$ cat src/ndef_rhp_pkg.sv
`default_nettype none

package ndef_rhp_pkg;

   // Flag masks within the record flags byte.
   localparam logic [7:0] MASK_SR  = 8'h10;
   localparam logic [7:0] MASK_IL  = 8'h08;
   localparam logic [7:0] TNF_BITS = 8'h07;

   // Length of the one external type name that the parser accepts.
   localparam logic [7:0] TYPE_NAME_LEN = 8'd14;

   // Number of bytes in a long payload length field.
   localparam logic [7:0] LONG_PLEN_BYTES = 8'd4;

   // Output byte kinds.
   localparam logic [1:0] KIND_NONE    = 2'd0;
   localparam logic [1:0] KIND_ID      = 2'd1;
   localparam logic [1:0] KIND_PAYLOAD = 2'd2;

   // Verdict codes reported on the final byte.
   localparam logic [1:0] ERR_NONE       = 2'd0;
   localparam logic [1:0] ERR_HEADER     = 2'd1;
   localparam logic [1:0] ERR_BODY       = 2'd2;
   localparam logic [1:0] ERR_TYPE       = 2'd3;

   // Parser phases, one-hot.
   typedef enum logic [6:0] {
      PH_FLAGS   = 7'b0000001,
      PH_TLEN    = 7'b0000010,
      PH_PLEN    = 7'b0000100,
      PH_IDLEN   = 7'b0001000,
      PH_TYPE    = 7'b0010000,
      PH_ID      = 7'b0100000,
      PH_PAYLOAD = 7'b1000000
   } phase_type;

   // One result transaction as it travels from the parser to the output stage.
   typedef struct packed {
      logic [1:0]  kind;
      logic [7:0]  byte_out;
      logic        done_res;
      logic        ok;
      logic [1:0]  error_code;
      logic [2:0]  tnf;
      logic [7:0]  raw_flags;
      logic [7:0]  id_length;
      logic [31:0] payload_used;
   } result_type;

   // Expected characters of the external type name; positions past the end read as zero.
   function automatic logic [7:0] type_char(input logic [3:0] idx);
      logic [7:0] c;
      case (idx)
         4'd0:    c = 8'h73;
         4'd1:    c = 8'h74;
         4'd2:    c = 8'h2E;
         4'd3:    c = 8'h63;
         4'd4:    c = 8'h6F;
         4'd5:    c = 8'h6D;
         4'd6:    c = 8'h3A;
         4'd7:    c = 8'h73;
         4'd8:    c = 8'h6D;
         4'd9:    c = 8'h61;
         4'd10:   c = 8'h72;
         4'd11:   c = 8'h74;
         4'd12:   c = 8'h61;
         4'd13:   c = 8'h67;
         default: c = 8'h00;
      endcase
      return c;
   endfunction

endpackage

`default_nettype wire

$ cat src/ndef_record_header_parser.sv
// Each accepted input transaction gives its result transaction from the result register in the next cycle.
// Throughput: one byte per cycle; each byte is parsed by combinational logic into
// a result register, so req_ready stays high while rsp_ready is high.
// Reset: synchronous, active high; the parser returns to the flags phase and the
// result register is emptied. The parser also resets itself after each last byte.
`default_nettype none

module ndef_record_header_parser (
   input  wire logic        clock,
   input  wire logic        reset,
   input  wire logic        req_valid,
   output logic             req_ready,
   input  wire logic [7:0]  req_data_byte,
   input  wire logic        req_last,
   output logic             rsp_valid,
   input  wire logic        rsp_ready,
   output logic [1:0]       rsp_kind,
   output logic [7:0]       rsp_byte_out,
   output logic             rsp_done_res,
   output logic             rsp_ok,
   output logic [1:0]       rsp_error_code,
   output logic [2:0]       rsp_tnf,
   output logic [7:0]       rsp_raw_flags,
   output logic [7:0]       rsp_id_length,
   output logic [31:0]      rsp_payload_used
);
   import ndef_rhp_pkg::*;

   logic       accept;
   result_type parsed;
   result_type held;

   assign accept = req_valid && req_ready;

   // Byte parser and record state.
   ndef_rhp_core u_core (
      .clock     (clock),
      .reset     (reset),
      .step      (accept),
      .data_byte (req_data_byte),
      .last      (req_last),
      .result    (parsed)
   );

   // Result register towards the response channel.
   ndef_rhp_out_stage u_out (
      .clock     (clock),
      .reset     (reset),
      .load      (accept),
      .load_data (parsed),
      .can_load  (req_ready),
      .out_valid (rsp_valid),
      .out_ready (rsp_ready),
      .out_data  (held)
   );

   // Unpack the held result onto the response ports.
   assign rsp_kind         = held.kind;
   assign rsp_byte_out     = held.byte_out;
   assign rsp_done_res     = held.done_res;
   assign rsp_ok           = held.ok;
   assign rsp_error_code   = held.error_code;
   assign rsp_tnf          = held.tnf;
   assign rsp_raw_flags    = held.raw_flags;
   assign rsp_id_length    = held.id_length;
   assign rsp_payload_used = held.payload_used;

endmodule

`default_nettype wire

$ cat src/ndef_rhp_core.sv
`default_nettype none

module ndef_rhp_core (
   input  wire logic                    clock,
   input  wire logic                    reset,
   input  wire logic                    step,
   input  wire logic [7:0]              data_byte,
   input  wire logic                    last,
   output ndef_rhp_pkg::result_type     result
);
   import ndef_rhp_pkg::*;

   phase_type   phase_ff, phase_in;
   logic [7:0]  field_count_ff, field_count_in;
   logic [7:0]  flags_ff, flags_in;
   logic [7:0]  type_length_ff, type_length_in;
   logic [31:0] declared_ff, declared_in;
   logic [7:0]  id_length_ff, id_length_in;
   logic        type_match_ff, type_match_in;
   logic [31:0] emitted_ff, emitted_in;

   logic        matched_now;
   logic        matched_end;
   logic [7:0]  count_inc;
   phase_type   body_phase;
   logic [1:0]  err;
   logic [1:0]  kind_sel;
   logic [7:0]  byte_sel;

   assign count_inc   = field_count_ff + 8'd1;
   assign matched_now = type_match_ff && (type_length_ff == TYPE_NAME_LEN);

   // First phase of the record body, chosen from the lengths seen in the header.
   always_comb begin
      if (type_length_in != 8'd0) begin
         body_phase = PH_TYPE;
      end else if (id_length_in != 8'd0) begin
         body_phase = PH_ID;
      end else begin
         body_phase = PH_PAYLOAD;
      end
   end

   // Per-byte state update and pass-through selection.
   always_comb begin
      phase_in       = phase_ff;
      field_count_in = field_count_ff;
      flags_in       = flags_ff;
      type_length_in = type_length_ff;
      declared_in    = declared_ff;
      id_length_in   = id_length_ff;
      type_match_in  = type_match_ff;
      emitted_in     = emitted_ff;
      kind_sel       = KIND_NONE;
      byte_sel       = 8'd0;

      unique case (phase_ff)
         PH_TLEN: begin
            type_length_in = data_byte;
            field_count_in = 8'd0;
            declared_in    = 32'd0;
            phase_in       = PH_PLEN;
         end
         PH_PLEN: begin
            declared_in    = {declared_ff[23:0], data_byte};
            field_count_in = count_inc;
            if ((flags_ff & MASK_SR) != 8'd0 || count_inc >= LONG_PLEN_BYTES) begin
               field_count_in = 8'd0;
               if ((flags_ff & MASK_IL) != 8'd0) begin
                  phase_in = PH_IDLEN;
               end else begin
                  phase_in = body_phase;
               end
            end
         end
         PH_IDLEN: begin
            id_length_in   = data_byte;
            field_count_in = 8'd0;
            phase_in       = body_phase;
         end
         PH_TYPE: begin
            if (field_count_ff >= TYPE_NAME_LEN ||
                data_byte != type_char(field_count_ff[3:0])) begin
               type_match_in = 1'b0;
            end
            field_count_in = count_inc;
            if (count_inc >= type_length_ff) begin
               field_count_in = 8'd0;
               phase_in = (id_length_ff != 8'd0) ? PH_ID : PH_PAYLOAD;
            end
         end
         PH_ID: begin
            kind_sel       = KIND_ID;
            byte_sel       = data_byte;
            field_count_in = count_inc;
            if (count_inc >= id_length_ff) begin
               field_count_in = 8'd0;
               phase_in       = PH_PAYLOAD;
            end
         end
         PH_PAYLOAD: begin
            if (matched_now && emitted_ff < declared_ff) begin
               kind_sel   = KIND_PAYLOAD;
               byte_sel   = data_byte;
               emitted_in = emitted_ff + 32'd1;
            end
         end
         default: begin
            // Flags phase.
            flags_in = data_byte;
            phase_in = PH_TLEN;
         end
      endcase
   end

   // Verdict for the final byte, taken from the state after this byte.
   assign matched_end = type_match_in && (type_length_in == TYPE_NAME_LEN);

   always_comb begin
      if (phase_in == PH_FLAGS || phase_in == PH_TLEN || phase_in == PH_PLEN ||
          phase_in == PH_IDLEN) begin
         err = ERR_HEADER;
      end else if (phase_in == PH_TYPE || phase_in == PH_ID) begin
         err = ERR_BODY;
      end else if (!matched_end) begin
         err = ERR_TYPE;
      end else begin
         err = ERR_NONE;
      end
   end

   // The passed byte goes out on every result; the summary fields only on the final byte.
   always_comb begin
      result          = '0;
      result.kind     = kind_sel;
      result.byte_out = byte_sel;
      result.done_res = last;
      if (last) begin
         result.ok           = (err == ERR_NONE);
         result.error_code   = err;
         result.tnf          = flags_in[2:0] & TNF_BITS[2:0];
         result.raw_flags    = flags_in;
         result.id_length    = id_length_in;
         result.payload_used = (err == ERR_NONE) ? emitted_in : 32'd0;
      end
   end

   // State registers; the final byte of a record returns everything to reset values.
   always_ff @(posedge clock) begin
      if (reset || (step && last)) begin
         phase_ff       <= PH_FLAGS;
         field_count_ff <= 8'd0;
         flags_ff       <= 8'd0;
         type_length_ff <= 8'd0;
         declared_ff    <= 32'd0;
         id_length_ff   <= 8'd0;
         type_match_ff  <= 1'b1;
         emitted_ff     <= 32'd0;
      end else if (step) begin
         phase_ff       <= phase_in;
         field_count_ff <= field_count_in;
         flags_ff       <= flags_in;
         type_length_ff <= type_length_in;
         declared_ff    <= declared_in;
         id_length_ff   <= id_length_in;
         type_match_ff  <= type_match_in;
         emitted_ff     <= emitted_in;
      end
   end

endmodule

`default_nettype wire

$ cat src/ndef_rhp_out_stage.sv
`default_nettype none

module ndef_rhp_out_stage (
   input  wire logic                    clock,
   input  wire logic                    reset,
   input  wire logic                    load,
   input  ndef_rhp_pkg::result_type     load_data,
   output logic                         can_load,
   output logic                         out_valid,
   input  wire logic                    out_ready,
   output ndef_rhp_pkg::result_type     out_data
);
   import ndef_rhp_pkg::*;

   logic       valid_ff;
   result_type data_ff;

   // A new result may enter when the register is empty or is being emptied now.
   assign can_load  = !valid_ff || out_ready;
   assign out_valid = valid_ff;
   assign out_data  = data_ff;

   // Valid flag.
   always_ff @(posedge clock) begin
      if (reset) begin
         valid_ff <= 1'b0;
      end else if (load) begin
         valid_ff <= 1'b1;
      end else if (out_ready) begin
         valid_ff <= 1'b0;
      end
   end

   // Result payload.
   always_ff @(posedge clock) begin
      if (load) begin
         data_ff <= load_data;
      end
   end

endmodule

`default_nettype wire

$ cat config.mk
export PLATFORM = sky130hd
export DESIGN_NAME = ndef_record_header_parser
export DESIGN_NICKNAME = d
export VERILOG_FILES = /design/src/ndef_rhp_pkg.sv /design/src/ndef_record_header_parser.sv /design/src/ndef_rhp_core.sv /design/src/ndef_rhp_out_stage.sv
export SDC_FILE = /design/constraint.sdc
export NUM_CORES = 1
export LEC_CHECK = 0
export BUFFER_PORTS_ARGS = -buffer_cell sky130_fd_sc_hd__buf_2
export CORE_MARGIN = 3
export CORE_UTILIZATION = 43
export CTS_CLUSTER_SIZE = 28
export DETAILED_ROUTE_END_ITERATION = 6
export PLACE_DENSITY = 0.63
export SLEW_MARGIN = 0
export SYNTH_ARGS = -nofsm -noshare
export SYNTH_HDL_FRONTEND = slang
export SYNTH_HIERARCHICAL = 1
export SYNTH_SLANG_ARGS = --single-unit
$ cat constraint.sdc
create_clock -name clock -period 4.05 [get_ports clock]
set_input_delay 0.81 -clock clock [delete_from_list [all_inputs] [get_ports clock]]
set_output_delay 0.81 -clock clock [all_outputs]
set_load 0.005 [all_outputs]
==> metrics <==
CTS sink count=177; GR met2 Demand/Resource=0.314; synthesized area per cell=9.10 um^2; CTS tree=yes; Worst Hold Class=reg -> reg; layout cell share with drive strength beyond 1=0.146; core box area=21900 um^2; Final Cycle Share=0.932; M1 GR Usage=0.311; GP Congestion=0.896; DRC Markers=0; maximum vdd drop=0.233 mV; Layout fillers=2086; Critical Path Start Type=flop; Max clock buf depth=2; Hold Vio Cnt, Final=0; CP arrival=4.12 ns; Yosys reg bits=177; vias=8092; GRT Resource Usage Total=0.207; ys flop type=dfxtp_1; sum of negative setup slack=0 ns; leak pwr=4.32 nW; CTS Root Cell=clkbuf_16; Total Wirelength=25100 um; # rows=54; critical setup path kind=reg -> reg; sequential area share after synthesis=0.436; Initial DRT Pass Iterations=5; element type at the critical path end=flop; sw frac=0.252; initial DRC count=768; largest net degree at the start of global routing=75; GR peak layer=met2; Distinct cells, synth=70; Syn. warnings=6; first-pass GRT wire length=40600 um; post-route cell area=11000 um^2; Slew @ Worst Pin=0.792 ns; clock share of power=0.435; status=finished, final reports clean; cell-internal power=2.85 mW; P&R area growth vs syn=14.1%; initial antenna violation count=0; Post-DRT Antenna Nets=0; Final Setup Violations=0; f_max=265 MHz; Mapped Area=9630 um^2; vias per cell=5.75; critical path fanouts, max=11; number of synthesized flops with an enable pin=65; area post-placement=10400 um^2; grt total ovfl=0; RSZ-0062 raised after global routing=false; register share of total power=0.499; Async SR Flop Fraction=0; Slew HR=0.469; # port buffers=79; Slew Limit Fails=0; DIE AREA=24200 um^2; Worst-path clk slew=0.07 ns; Die H=156 um; setup bufs post-CTS=0; Layout Skew=0.00971 ns; layout net count=1180; Seq. cell area=4200 um^2; Starting Density=0.440; post-detail-place hpwl=17500 um; Syn Nets=1124; Hold Slack=0.473 ns; minimum clock period=3.77 ns; P per Cell Area=348 nW/um^2; # Max-Cap Violations=0; Ant. Diodes=0; Post-Syn Instances=1058; M3 GR Usage=0.0369; cts bufs inserted=17; Worst Path Required=4.40 ns; multi-input logic area=4960 um^2; Die Wd=156 um; WL per Instance=17.9 um; H-tree depth=4; vias in the first global route=7599; Clock Latency Late Sink=0.43 ns; NetSw=0.963 mW; I/O Pins=80; combinational share of power=0.065
## synthesized netlist by cell type, types with 20 or more instances
library cell / n / area share
o211ai_1: 34 / 0.027
clkbuf_1: 61 / 0.024
nand2_1: 92 / 0.036
ha_1: 53 / 0.069
xor2_1: 30 / 0.027
nor2_1: 116 / 0.045
a22oi_1: 34 / 0.027
or3_1: 20 / 0.013
nor3_1: 20 / 0.010
mux2i_1: 31 / 0.032
a21oi_1: 55 / 0.029
o21ai_0: 30 / 0.016
edfxtp_1: 65 / 0.20
dfxtp_1: 112 / 0.23
inv_1: 56 / 0.022
nand3_1: 32 / 0.017
## through the flow
| step | setup slack [ns] | power (mW) | std cells | util |
|---|---|---|---|---|
| global placement | 0.233 | 2.19 | 1375 | 0.474 |
| global route | 0.0455 | 3.94 | 1407 | 0.502 |
| detailed placement | 0.184 | 2.19 | 1375 | 0.474 |
| CTS | 0.167 | 3.85 | 1407 | 0.501 |
| floorplan | 0.403 | 2.09 | 1058 | - |
| finish | 0.277 | 3.82 | 1407 | 0.502 |
## cell usage in the layout, fill, tap and decap left out, drive strengths merged, types with 9 or more instances in the layout
cell	netlist	layout
nand3	32	32
nor2b	13	13
dfxtp	112	112
nand2b	16	16
or3	20	20
xnor2	9	9
nand2	92	92
a21oi	57	57
or4	16	16
o211ai	34	34
nor2	116	116
edfxtp	65	65
a31oi	13	13
buf	10	108
a21o	16	16
and3	19	19
xor2	30	30
mux2i	31	31
ha	53	53
nor3	20	20
a22oi	34	34
nand4	18	18
clkbuf	61	17
o21ai	33	33
inv	57	66
## path summary, 6_finish.rpt
path | depth (start not counted) | startpoint | slack (ns) | endpoint
setup / recovery | 14 | u_core/field_count_ff[0]$_SDFFE_PP0P_ | 0.28 | flop
setup reg to reg | 14 | u_core/field_count_ff[0]$_SDFFE_PP0P_ | 0.28 | flop
hold reg to reg | 2 | u_core/type_match_ff$_SDFFE_PP1P_ | 0.47 | u_core/type_match_ff$_SDFFE_PP1P_
hold / removal | 2 | u_core/type_match_ff$_SDFFE_PP1P_ | 0.47 | u_core/type_match_ff$_SDFFE_PP1P_
## repair_timing
action / CTS / global route
hold buffers: 0 / 0
gates resized for setup: 0 / 3
endpoints found under the setup margin: 0 / 4
## cell families after synthesis
| logic type | share of synthesized area |
|---|---|
| simple gates | 0.197 |
| compound gates | 0.173 |
| flops | 0.436 |
| buf+inv | 0.0525 |
| fa+ha+maj | 0.0689 |
| xor+xnor | 0.0378 |
| mux | 0.0346 |
## per-layer routing
layer  share of wire  vias to the layer above
li1                -                     3940
met1            0.49                     3866
met2            0.43                      265
met3           0.069                       21
met4           0.011                        0
met5               0                        -
## worst max-delay path, cell delays in order (launching register included)
cell and delay (ns):
dfxtp_4 0.39, ha_1 0.22, buf_4 0.16, or3_1 0.32, a2111oi_0 0.49, buf_4 0.20, nand2_1 0.08, or3_1 0.45
a211o_1 0.33, o21ai_0 0.15, nand2_1 0.14, ha_1 0.36, nand2_1 0.07, o22a_1 0.22, o22ai_1 0.13
## layout make-up
cell class / count / area share
Clock buffer: 17 / 0.0387
Tap cell: 280 / 0.0319
Clock inverter: 15 / 0.0152
Multi-Input combinational cell: 752 / 0.452
Timing Repair Buffer: 108 / 0.0604
Inverter: 58 / 0.0198
Sequential cell: 177 / 0.382
## power by group through the flow
stage	Combinational (mW)	Clock, mW	Sequential, mW
after floorplan	0.144	0	1.95
after global placement	0.244	0	1.95
after detailed placement	0.247	0	1.95
after CTS	0.249	1.70	1.91
after global routing	0.272	1.76	1.91
final	0.249	1.66	1.91
## sequential cells by signal, summed over array words and instances (netlist names), named ones only
register,count
u_out/out_data,65
u_core/declared_ff,32
u_core/emitted_ff,32
u_core/field_count_ff,8
u_core/flags_ff,8
u_core/id_length_ff,8
u_core/type_length_ff,8
u_core/phase_ff,7
u_core/type_match_ff,1
u_out/out_valid,1
Power figures use the tool's default switching activity.
